## src/rtl/core/assert_macros.svh

```systemverilog
// assertion macros used by the rtl datapath module
`ifndef ASSERT_MACROS_SVH
`define ASSERT_MACROS_SVH
`ifndef SYNTH
`define ASSERT_IMP(label, clk, rst_n, ante, cons) \
	label: assert property (@(posedge clk) disable iff (!rst_n) (ante) |-> (cons)) \
		else $error("assertion failed");
`define ASSERT_NXT(label, clk, rst_n, ante, cons) \
	label: assert property (@(posedge clk) disable iff (!rst_n) (ante) |=> (cons)) \
		else $error("assertion failed");
`else
`define ASSERT_IMP(label, clk, rst_n, ante, cons)
`define ASSERT_NXT(label, clk, rst_n, ante, cons)
`endif
`endif

```

## src/rtl/core/pipt_pkg.sv

```systemverilog
// shared types and constants of the point in polygon test block
package pipt_pkg;

	localparam int CFG_W = 7;
	localparam int SLOT_W = 6;
	localparam logic [CFG_W-1:0] VCOUNT_RST = 7'd4;

	typedef enum logic {
		OP_WRITE = 1'b0,
		OP_QUERY = 1'b1
	} op_t;

	typedef enum logic [1:0] {
		ST_IDLE,
		ST_READ,
		ST_CLOSE,
		ST_DRAIN
	} state_t;

	typedef struct packed {
		logic wr;
		logic clear;
		logic rd;
		logic first;
		logic close;
		logic load_out;
	} cmd_t;

	typedef struct packed {
		logic busy;
		logic out_hold;
	} sts_t;

endpackage

```

## src/rtl/core/pipt_dp.sv

```systemverilog
// datapath: vertex memory, edge pipeline, crossing accumulators and result register
`include "assert_macros.svh"

module pipt_dp #(
	parameter int MAX_VERTICES = 64,
	parameter int COORD_BITS = 16,
	parameter int AW = 6
) (
	input  logic                           clk,
	input  logic                           arst_n,
	input  pipt_pkg::cmd_t                 cmd,
	input  logic [AW-1:0]                  rd_addr,
	input  logic [pipt_pkg::SLOT_W-1:0]    slot,
	input  logic signed [COORD_BITS-1:0]   coord_x,
	input  logic signed [COORD_BITS-1:0]   coord_y,
	input  logic                           out_stall,
	output logic                           out_valid,
	output logic                           inside_res,
	output logic                           on_edge,
	output pipt_pkg::sts_t                 sts
);

	localparam int W = COORD_BITS;
	localparam int DW = COORD_BITS + 1;
	localparam int PW = 2 * DW;
	localparam int SW = PW + 1;

	logic [2*W-1:0] mem [MAX_VERTICES];

	// stage 1: read data and command flags
	logic [2*W-1:0] rdata_s1;
	logic rd_s1, first_s1, close_s1;

	logic signed [W-1:0] px_q, py_q;
	logic signed [W-1:0] prev_x_q, prev_y_q, first_x_q, first_y_q;

	logic signed [W-1:0] cur_x, cur_y, ax, ay, bx, by;
	logic edge_v, box, cand, up;
	logic signed [DW-1:0] ux, uy, vx, vy;

	// stage 2: differences and flags
	logic signed [DW-1:0] ux_s2, uy_s2, vx_s2, vy_s2;
	logic box_s2, cand_s2, up_s2, valid_s2;

	// stage 3: products
	logic signed [PW-1:0] p1_s3, p2_s3;
	logic box_s3, cand_s3, up_s3, valid_s3;

	logic signed [SW-1:0] diff;
	logic s_zero, s_pos, s_neg, hit, flip;

	logic on_edge_q, parity_q;
	logic out_valid_q, inside_q, on_edge_out_q;

	always_ff @(posedge clk) begin
		if (cmd.wr && (32'(slot) < MAX_VERTICES)) begin
			mem[AW'(slot)] <= {coord_x, coord_y};
		end
		if (cmd.rd) begin
			rdata_s1 <= mem[rd_addr];
		end
	end

	always_ff @(posedge clk or negedge arst_n) begin
		if (!arst_n) begin
			rd_s1 <= 1'b0;
			first_s1 <= 1'b0;
			close_s1 <= 1'b0;
			valid_s2 <= 1'b0;
			valid_s3 <= 1'b0;
		end else begin
			rd_s1 <= cmd.rd;
			first_s1 <= cmd.rd && cmd.first;
			close_s1 <= cmd.close;
			valid_s2 <= edge_v;
			valid_s3 <= valid_s2;
		end
	end

	always_comb begin
		cur_x = rdata_s1[2*W-1:W];
		cur_y = rdata_s1[W-1:0];
		edge_v = (rd_s1 && !first_s1) || close_s1;
		ax = prev_x_q;
		ay = prev_y_q;
		bx = close_s1 ? first_x_q : cur_x;
		by = close_s1 ? first_y_q : cur_y;
		ux = DW'(bx) - DW'(ax);
		uy = DW'(by) - DW'(ay);
		vx = DW'(px_q) - DW'(ax);
		vy = DW'(py_q) - DW'(ay);
		box = ((ax <= px_q && px_q <= bx) || (bx <= px_q && px_q <= ax)) &&
			((ay <= py_q && py_q <= by) || (by <= py_q && py_q <= ay));
		cand = (ay != by) && ((ay >= py_q) != (by >= py_q));
		up = by > ay;
	end

	always_ff @(posedge clk) begin
		if (cmd.clear) begin
			px_q <= coord_x;
			py_q <= coord_y;
		end
		if (rd_s1) begin
			prev_x_q <= cur_x;
			prev_y_q <= cur_y;
		end
		if (first_s1) begin
			first_x_q <= cur_x;
			first_y_q <= cur_y;
		end
		ux_s2 <= ux;
		uy_s2 <= uy;
		vx_s2 <= vx;
		vy_s2 <= vy;
		box_s2 <= box;
		cand_s2 <= cand;
		up_s2 <= up;
		p1_s3 <= PW'(ux_s2) * PW'(vy_s2);
		p2_s3 <= PW'(vx_s2) * PW'(uy_s2);
		box_s3 <= box_s2;
		cand_s3 <= cand_s2;
		up_s3 <= up_s2;
	end

	always_comb begin
		diff = SW'(p1_s3) - SW'(p2_s3);
		s_zero = (diff == '0);
		s_neg = diff[SW-1];
		s_pos = !s_neg && !s_zero;
		hit = box_s3 && s_zero;
		flip = cand_s3 && (up_s3 ? s_pos : s_neg);
	end

	always_ff @(posedge clk or negedge arst_n) begin
		if (!arst_n) begin
			on_edge_q <= 1'b0;
			parity_q <= 1'b0;
		end else if (cmd.clear) begin
			on_edge_q <= 1'b0;
			parity_q <= 1'b0;
		end else if (valid_s3) begin
			on_edge_q <= on_edge_q | hit;
			parity_q <= parity_q ^ flip;
		end
	end

	always_ff @(posedge clk or negedge arst_n) begin
		if (!arst_n) begin
			out_valid_q <= 1'b0;
		end else if (cmd.load_out) begin
			out_valid_q <= 1'b1;
		end else if (!out_stall) begin
			out_valid_q <= 1'b0;
		end
	end

	always_ff @(posedge clk) begin
		if (cmd.load_out) begin
			inside_q <= on_edge_q | parity_q;
			on_edge_out_q <= on_edge_q;
		end
	end

	assign out_valid = out_valid_q;
	assign inside_res = inside_q;
	assign on_edge = on_edge_out_q;
	assign sts.busy = rd_s1 || close_s1 || valid_s2 || valid_s3;
	assign sts.out_hold = out_valid_q && out_stall;

	`ASSERT_IMP(a_no_overwrite, clk, arst_n, cmd.load_out, !(out_valid_q && out_stall))
	`ASSERT_IMP(a_clear_when_empty, clk, arst_n, cmd.clear, !sts.busy)
	`ASSERT_IMP(a_s3_follows_s2, clk, arst_n, valid_s3, $past(valid_s2))

endmodule

```

## src/rtl/core/pipt_ctrl.sv

```systemverilog
// controller: vertex count register and query sequencing state machine
module pipt_ctrl #(
	parameter int MAX_VERTICES = 64,
	parameter int AW = 6
) (
	input  logic                          clk,
	input  logic                          arst_n,
	input  logic                          in_valid,
	input  logic                          opcode,
	input  logic                          cfg_we,
	input  logic [pipt_pkg::CFG_W-1:0]    cfg_wdata,
	input  pipt_pkg::sts_t                sts,
	output logic                          in_stall,
	output logic [AW-1:0]                 rd_addr,
	output pipt_pkg::cmd_t                cmd
);

	localparam int CW = pipt_pkg::CFG_W;

	pipt_pkg::state_t state_q, state_d;
	logic [CW-1:0] vcount_q, n_eff, cnt_q;
	logic last, is_query;

	always_ff @(posedge clk or negedge arst_n) begin
		if (!arst_n) begin
			vcount_q <= pipt_pkg::VCOUNT_RST;
		end else if (cfg_we) begin
			vcount_q <= cfg_wdata;
		end
	end

	// counts above the store depth act as the depth
	always_comb begin
		n_eff = (32'(vcount_q) > MAX_VERTICES) ? CW'(MAX_VERTICES) : vcount_q;
		last = (cnt_q == n_eff - CW'(1));
		is_query = in_valid && (opcode == pipt_pkg::OP_QUERY);
	end

	always_comb begin
		state_d = state_q;
		unique case (state_q)
			pipt_pkg::ST_IDLE: begin
				if (is_query) begin
					state_d = (n_eff == '0) ? pipt_pkg::ST_DRAIN : pipt_pkg::ST_READ;
				end
			end
			pipt_pkg::ST_READ: begin
				if (last) begin
					state_d = pipt_pkg::ST_CLOSE;
				end
			end
			pipt_pkg::ST_CLOSE: begin
				state_d = pipt_pkg::ST_DRAIN;
			end
			pipt_pkg::ST_DRAIN: begin
				if (!sts.busy && !sts.out_hold) begin
					state_d = pipt_pkg::ST_IDLE;
				end
			end
			default: begin
				state_d = pipt_pkg::ST_IDLE;
			end
		endcase
	end

	always_comb begin
		cmd = '0;
		in_stall = 1'b1;
		unique case (state_q)
			pipt_pkg::ST_IDLE: begin
				in_stall = 1'b0;
				cmd.wr = in_valid && (opcode == pipt_pkg::OP_WRITE);
				cmd.clear = is_query;
			end
			pipt_pkg::ST_READ: begin
				cmd.rd = 1'b1;
				cmd.first = (cnt_q == '0);
			end
			pipt_pkg::ST_CLOSE: begin
				cmd.close = 1'b1;
			end
			pipt_pkg::ST_DRAIN: begin
				cmd.load_out = !sts.busy && !sts.out_hold;
			end
			default: begin
				in_stall = 1'b1;
			end
		endcase
	end

	always_ff @(posedge clk or negedge arst_n) begin
		if (!arst_n) begin
			state_q <= pipt_pkg::ST_IDLE;
			cnt_q <= '0;
		end else begin
			state_q <= state_d;
			if (state_q == pipt_pkg::ST_IDLE) begin
				cnt_q <= '0;
			end else if (state_q == pipt_pkg::ST_READ) begin
				cnt_q <= cnt_q + CW'(1);
			end
		end
	end

	assign rd_addr = AW'(cnt_q);

endmodule

```

## src/rtl/core/point_in_polygon_test_top.sv

```systemverilog
// Point in polygon test, top level.
// Input channel: in_valid / in_stall with opcode, slot, coord_x, coord_y.
// A write item (opcode 0) stores one vertex at slot and gives no result;
// slots at or beyond the store depth are dropped.
// A query item (opcode 1) walks every edge of the polygon, vertex_count edges closed
// back to vertex zero, and gives one item on out_valid / out_stall with inside_res
// and on_edge. The single vertex memory read port steps once per vertex, then the
// closing edge is issued; the result is loaded once the pipeline has drained and the
// output register is free (a count of zero reads no vertex; counts above the store
// depth act as the depth). The next item is taken in the cycle after the result is
// loaded; in_stall is high until then. The user must write the vertex count through
// cfg_we / cfg_wdata only while the block is idle; the block does not enforce this.
// The result sits in an output register and holds while out_stall is high; items are
// still taken, but a later query that finishes meanwhile waits for the register
// with in_stall high.
// Reset clears the control state and sets the vertex count to four; vertex
// storage is not cleared and must be written before it is queried.
module point_in_polygon_test_top #(
	parameter int MAX_VERTICES = 64,
	parameter int COORD_BITS = 16
) (
	input  logic                          clk,
	input  logic                          arst_n,
	input  logic                          cfg_we,
	input  logic [pipt_pkg::CFG_W-1:0]    cfg_wdata,
	input  logic                          in_valid,
	output logic                          in_stall,
	input  logic                          opcode,
	input  logic [pipt_pkg::SLOT_W-1:0]   slot,
	input  logic signed [COORD_BITS-1:0]  coord_x,
	input  logic signed [COORD_BITS-1:0]  coord_y,
	output logic                          out_valid,
	input  logic                          out_stall,
	output logic                          inside_res,
	output logic                          on_edge
);

	localparam int AW = (MAX_VERTICES > 1) ? $clog2(MAX_VERTICES) : 1;

	pipt_pkg::cmd_t cmd;
	pipt_pkg::sts_t sts;
	logic [AW-1:0] rd_addr;

	pipt_ctrl #(
		.MAX_VERTICES(MAX_VERTICES),
		.AW(AW)
	) u_ctrl (
		.clk(clk),
		.arst_n(arst_n),
		.in_valid(in_valid),
		.opcode(opcode),
		.cfg_we(cfg_we),
		.cfg_wdata(cfg_wdata),
		.sts(sts),
		.in_stall(in_stall),
		.rd_addr(rd_addr),
		.cmd(cmd)
	);

	pipt_dp #(
		.MAX_VERTICES(MAX_VERTICES),
		.COORD_BITS(COORD_BITS),
		.AW(AW)
	) u_dp (
		.clk(clk),
		.arst_n(arst_n),
		.cmd(cmd),
		.rd_addr(rd_addr),
		.slot(slot),
		.coord_x(coord_x),
		.coord_y(coord_y),
		.out_stall(out_stall),
		.out_valid(out_valid),
		.inside_res(inside_res),
		.on_edge(on_edge),
		.sts(sts)
	);

endmodule
```

## config.mk

```make
export PLATFORM = sky130hd
export DESIGN_NAME = point_in_polygon_test_top
export DESIGN_NICKNAME = d
export VERILOG_FILES = /design/src/rtl/core/pipt_pkg.sv /design/src/rtl/core/pipt_dp.sv /design/src/rtl/core/pipt_ctrl.sv /design/src/rtl/core/point_in_polygon_test_top.sv
export VERILOG_INCLUDE_DIRS = /design/src /design/src/rtl/core
export SDC_FILE = /design/constraint.sdc
export NUM_CORES = 2
export LEC_CHECK = 0
export BUFFER_PORTS_ARGS = -buffer_cell sky130_fd_sc_hd__buf_2
export CAP_MARGIN = 20
export CORE_ASPECT_RATIO = 2
export CORE_MARGIN = 2
export CORE_UTILIZATION = 50
export DETAILED_ROUTE_END_ITERATION = 6
export HOLD_SLACK_MARGIN = 0.02
export MAX_ROUTING_LAYER = met4
export PLACE_DENSITY = 0.7
export REMOVE_ABC_BUFFERS = 1
export SYNTH_ARGS = -nofsm -noshare
export SYNTH_HDL_FRONTEND = slang
export SYNTH_SLANG_ARGS = --single-unit
```

## constraint.sdc

```tcl
create_clock -name clk -period 12.55 [get_ports clk]
set_clock_uncertainty 0.05 [all_clocks]
set_input_delay 0.6275 -clock clk [delete_from_list [all_inputs] [get_ports clk]]
set_output_delay 0.6275 -clock clk [all_outputs]
set_load 0.1 [all_outputs]
```

* Word level (Yosys, flattened, before mapping)
Memories as Yosys holds them, arrays and structs flattened. A register that Yosys moved wholly into a read port is not among the register bits. Cells that the tools add are included.
Operators by class: add/sub/neg operators 7, $mul 2, order comparisons 12, eq/ne operators 10, muxes and demuxes 24, bitwise operators 4, reduce and logical (&&, ||, !) cells 33
Operator list (number):
- $le 16x16->1 | 8
- $mul 17x17->34 | 2
- $sub 16x16->17 | 4
- $logic_not 35->1 | 1
- $sub 34x34->35 | 1
- $ge 16x16->1 | 2
- $mux 16 | 2
- $mux 7 | 3
- $gt 16x16->1 | 1
- $ne 16x16->1 | 1
- $logic_and 1x1->1 | 15
- $logic_not 7->1 | 2
- $mux 1 | 12
- $mux 2 | 6
- $ne 2x1->1 const B | 4
- $pmux 2 s4 | 1
- $add 7x1->7 const B | 1
- $eq 7x7->1 | 1
- $gt 7x7->1 const B | 1
- $sub 7x1->7 const B | 1
- $logic_or 1x1->1 | 6
- $logic_not 1->1 | 5
- $eq 2x2->1 const B | 2
- $reduce_bool 2->1 | 2
- 7 further kinds | 8
Word-level totals: bits in registers 264, RAM bits 2048, input bits 51, output and inout bits 4, memories kept 1
Memory list:
- u_dp.mem | depth 64, bits a word 32, read ports 1, clocked after memory_dff 1, wr ports 1, line pipt_dp.sv:28 | logic [2*W-1:0] mem [MAX_VERTICES];

* Depth between registers and ports, before layout
depth after elaboration 9, depth in mapped cells 26, mapped depth without buffers 25

* Cells and area by module
Synthesis repeated with hierarchy kept, for this count alone.
Second synthesis, totals: cells, all modules 6698, area total of the unflattened synthesis 113996.8 um2
Modules (own cells, without submodules):
- pipt_dp | times used 1, cells each 6572, area each 112805.7 um2
- pipt_ctrl | times used 1, cells each 126, area each 1191.1 um2

* Worst setup path after synthesis
Ideal clock, no wire load.
path kind reg2reg, start point reg u_dp.ux_s2[10], end point reg u_dp.p1_s3[33], arrival 6.304 ns, data required time 12.428 ns, setup slack 6.124 ns, cell stages (with the launch flop) 24, clock period less this slack 6.426 ns, path through dfxtp_1 clkbuf_1 nand2_1 fa_1 fa_1 inv_1 fa_1 inv_1 fa_1 fa_1 fa_1 inv_1 ha_1 and3_1 a221o_1 a21oi_1 a21oi_1 o311ai_0 a32oi_1 a21oi_1 o211a_1 o21bai_1 a21oi_1 xnor2_1
Between the ends: longest elaborated chain between the ends 1
Ends and longest elaborated chain:
- start: declaration | line pipt_dp.sv:42 | logic signed [DW-1:0] ux_s2, uy_s2, vx_s2, vy_s2;
- start signal: assignment | line pipt_dp.sv:111 | ux_s2 <= ux;
- $mul 17x17->34 | line pipt_dp.sv:118 | p1_s3 <= PW'(ux_s2) * PW'(vy_s2);
- end signal: assignment | line pipt_dp.sv:118
- end: declaration | line pipt_dp.sv:46 | logic signed [PW-1:0] p1_s3, p2_s3;
Every way passes these cells. A chain may end at the register's enable or synchronous reset.

* Worst setup path in the final report
Same ends and word-level chain as after synthesis.

==> results_dict.tcl <==
set metrics [dict create \
    status "completed" \
    ys_warn_count 0 \
    placed_cells 9752 \
    hpwl_um 172000 \
    rsz0062_at_grt "no" \
    synth_flop_cell "edfxtp_1" \
    avgSynthCellArea_sq_um 16.7 \
    reg2reg_from "u_dp.ux_s2[10]$_DFF_P_" \
    cts.clk_slew.worst_paths_ps 70 \
    crit_path_start_kind "flop" \
    fmax_ghz 0.139 \
    path_max_fanout 17 \
    fin_nets 7927 \
    final_max_slew_viol_count 0 \
    min_period_ps 7210 \
    ys_top_cells_by_count "2178 x edfxtp_1, 762 x inv_1, 620 x mux4_2" \
    yosysTopAreaCellShare_pct 57.4 \
    syn_inst 6831 \
    via_count 60600 \
    yosysMostFrequentCell "edfxtp_1" \
    cts_tree "built" \
    grt_first_pass_wirelength_um 420000 \
    dr.pass1.iters 5 \
    ys_seq_area_share_pct 60.4 \
    cts_setup_buffers 0 \
    first_global_vias 61700 \
    die_area_sq_um 232000 \
    grt_max_degree 110 \
    wl_met1_um 114000 \
    fillers 17400 \
    synth_edf_count 2178 \
    critPathMostFrequentCell "fa_1" \
    drc 0 \
    synth_area_leader_cell "edfxtp_1" \
    worstPathRequired_ps 13130 \
    cts_buffers 206 \
    final-instance-count-excl-fill 10100 \
    path_class "reg -> reg" \
    grt_use_total_pct 25.6 \
    io_buffer_count 54 \
    crit_chain "nand2_1 -> fa_1 -> fa_1 -> inv_1 -> fa_1 -> inv_1 -> fa_1 -> fa_1 -> fa_1 -> inv_1 -> ha_1 -> and3_1 -> a221o_1 -> a21oi_1 -> a21oi_1 -> o311ai_0 -> a32oi_1 -> a21oi_1 -> o211a_1 -> o21bai_1 -> a21oi_1 -> xnor2_1" \
    post_cts_resized 0 \
    ys_async_sr_fraction_pct 1.02 \
    reg2reg_to "u_dp.p1_s3[33]$_DFF_P_" \
    hp-class "in -> reg" \
    worstSetupEndpointType "flop" \
    die_h_um 679 \
    cp_num_cells 22 \
    tightest_slew_ps 1100 \
    wl_met2_um 139000 \
    cap_violations 0 \
    final_antenna_net_count 0 \
    wl_per_cell_um 28.0 \
    start_util_pct 50.1 \
    critPathSlowestCell "dfxtp_1" \
    cp-endpoint "u_dp.p1_s3[33]$_DFF_P_" \
    areaGrowthSynthToFinish_pct 10.2 \
    crit_path_start "u_dp.ux_s2[10]$_DFF_P_" \
    drtIter0Drc 6735 \
    period_share_pct 57.5 \
    setup_viol 0 \
    postLayoutCoreUtil_pct 55.2 \
    ys_top_cells_by_area "edfxtp_1 57%, mux4_2 12%, fa_1 10%" \
    rows 248 \
    clock_sinks 2344 \
    synth_cell_types 86 \
    core_area_sq_um 227000 \
    cts_buffer_depth 4 \
    clock_latency_ps 880 \
    drive_gt1_share_pct 17.3 \
    root_buffer "clkbuf_16" \
    antenna_found_initial 20 \
    path_delay_family "adder cells" \
    cp_slowest_stage_delay_ps 760 \
    die_w_um 342 \
    hold_viol 0 \
    wl_um 284000 \
    timing.slew.headroom_pct 24.5 \
    place.gp.congestion 0.881 \
    ff2ff_setup_slack_ps 5340 \
    top_layer_used "met4" \
    synthesis.area_sq_um 114000 \
    crit_buf_inv 3 \
    ys_seq_elements 2344 \
    grt-ovfl-total 0 \
    wl_met3_um 23000 \
    pin_count 55 \
    htreeDepth 4 \
    reg2reg_depth 22 \
    cp.arrival_ps 7800 \
    viasPerCell 5.97 \
]
[sequential cells by signal, indices dropped and copies added, names as in the netlist, 17 cells and up]
signal / count
u_dp.mem: 2048
u_dp.p1_s3: 34
u_dp.p2_s3: 34
u_dp.rdata_s1: 32
u_dp.ux_s2: 17
u_dp.uy_s2: 17
u_dp.vx_s2: 17
u_dp.vy_s2: 17
[layer usage]
layer	GRT usage [%]	up-vias
met2	40.4	2760
li1	-	25500
met5	-	-
met4	7.04	0
met1	35.2	31900
met3	3.43	391
[cell type report]
cell class	count	area, sq um	share of cell area [%]
multi-input cells	3450	41700	33.2
flip-flops and latches	2344	68900	54.8
diodes	17	42.5	0.0339
clock buffers	238	5360	4.27
clock inverters	128	1560	1.24
repair buffers	204	1510	1.20
inverters	763	2860	2.28
well taps	3000	3750	2.99
[worst register-to-register path, stage by stage, from the launching register on]
cell,delay (ps)
dfxtp_1,760
nand2_1,180
fa_1,530
fa_1,570
inv_1,60
fa_1,510
inv_1,60
fa_1,560
fa_1,440
fa_1,490
inv_1,40
ha_1,320
and3_1,240
a221o_1,330
a21oi_1,180
a21oi_1,100
o311ai_0,460
a32oi_1,240
a21oi_1,370
o211a_1,240
o21bai_1,80
a21oi_1,170
xnor2_1,80
[metrics by stage]
| stage | TNS [ps] | instance area [sq um] | setup WS, ps | hold WS, ps |
|---|---|---|---|---|
| global route | 0 | 126000 | 4890 | 98.6 |
| global placement | 0 | 119000 | 5350 | 262 |
| detailed placement | 0 | 119000 | 5320 | 267 |
| CTS | 0 | 126000 | 5280 | 68.3 |
| floorplan | -358630 | 113000 | -9040 | 260 |
| finish | 0 | 126000 | 5340 | 122 |
[layout by cell type (no fill, tap or decap), drive strengths merged, types with 36 or more instances in the layout]
cell | netlist | final
clkbuf | 190 | 238
mux2i | 90 | 90
fa | 597 | 597
nor3 | 36 | 36
nand2 | 375 | 375
dfxtp | 142 | 142
a211oi | 37 | 37
o21ai | 104 | 104
nand3 | 40 | 40
clkinv | 1 | 75
inv | 762 | 771
buf | 84 | 195
nor2 | 210 | 210
edfxtp | 2178 | 2178
a21o | 52 | 52
mux4 | 620 | 620
xnor2 | 93 | 93
ha | 310 | 310
and2 | 295 | 295
xor2 | 37 | 37
nor2b | 55 | 55
a21oi | 152 | 152
[worst min path at each step]
stage / cells past startpoint / endpoint / start
after global placement: 0 / u_dp.up_s3$_DFF_P_ / u_dp.up_s2$_DFF_P_
after CTS: 1 / u_dp.py_q[6]$_DFFE_PP_ / coord_y[6]
after floorplan: 0 / u_dp.box_s3$_DFF_P_ / u_dp.box_s2$_DFF_P_
after global routing: 1 / u_dp.py_q[6]$_DFFE_PP_ / coord_y[6]
final: 1 / u_dp.py_q[6]$_DFFE_PP_ / coord_y[6]
after detailed placement: 0 / u_dp.up_s3$_DFF_P_ / u_dp.up_s2$_DFF_P_
[timing repair]
| item | CTS | global route |
|---|---|---|
| hold buffers | 9 | 0 |
| endpoints found under the setup margin | 0 | 0 |
| hold endpoints to repair | 31 | 0 |
[logic make-up (layout without fill, tap and decap cells)]
family	count (synthesis)	count (layout)	share of synthesized area, %
flops	2344	2344	60.4
simple gates	1156	1156	5.05
buf+inv	1037	1333	3.48
fa+ha+maj	907	907	13.9
mux	719	719	13.1
compound gates	538	538	3.07
xor+xnor	130	130	0.999
other cells	0	17	0
Power is left out: the tool's default activity adds up to more than one toggle a clock period on the data nets, which glitch-free logic cannot reach.
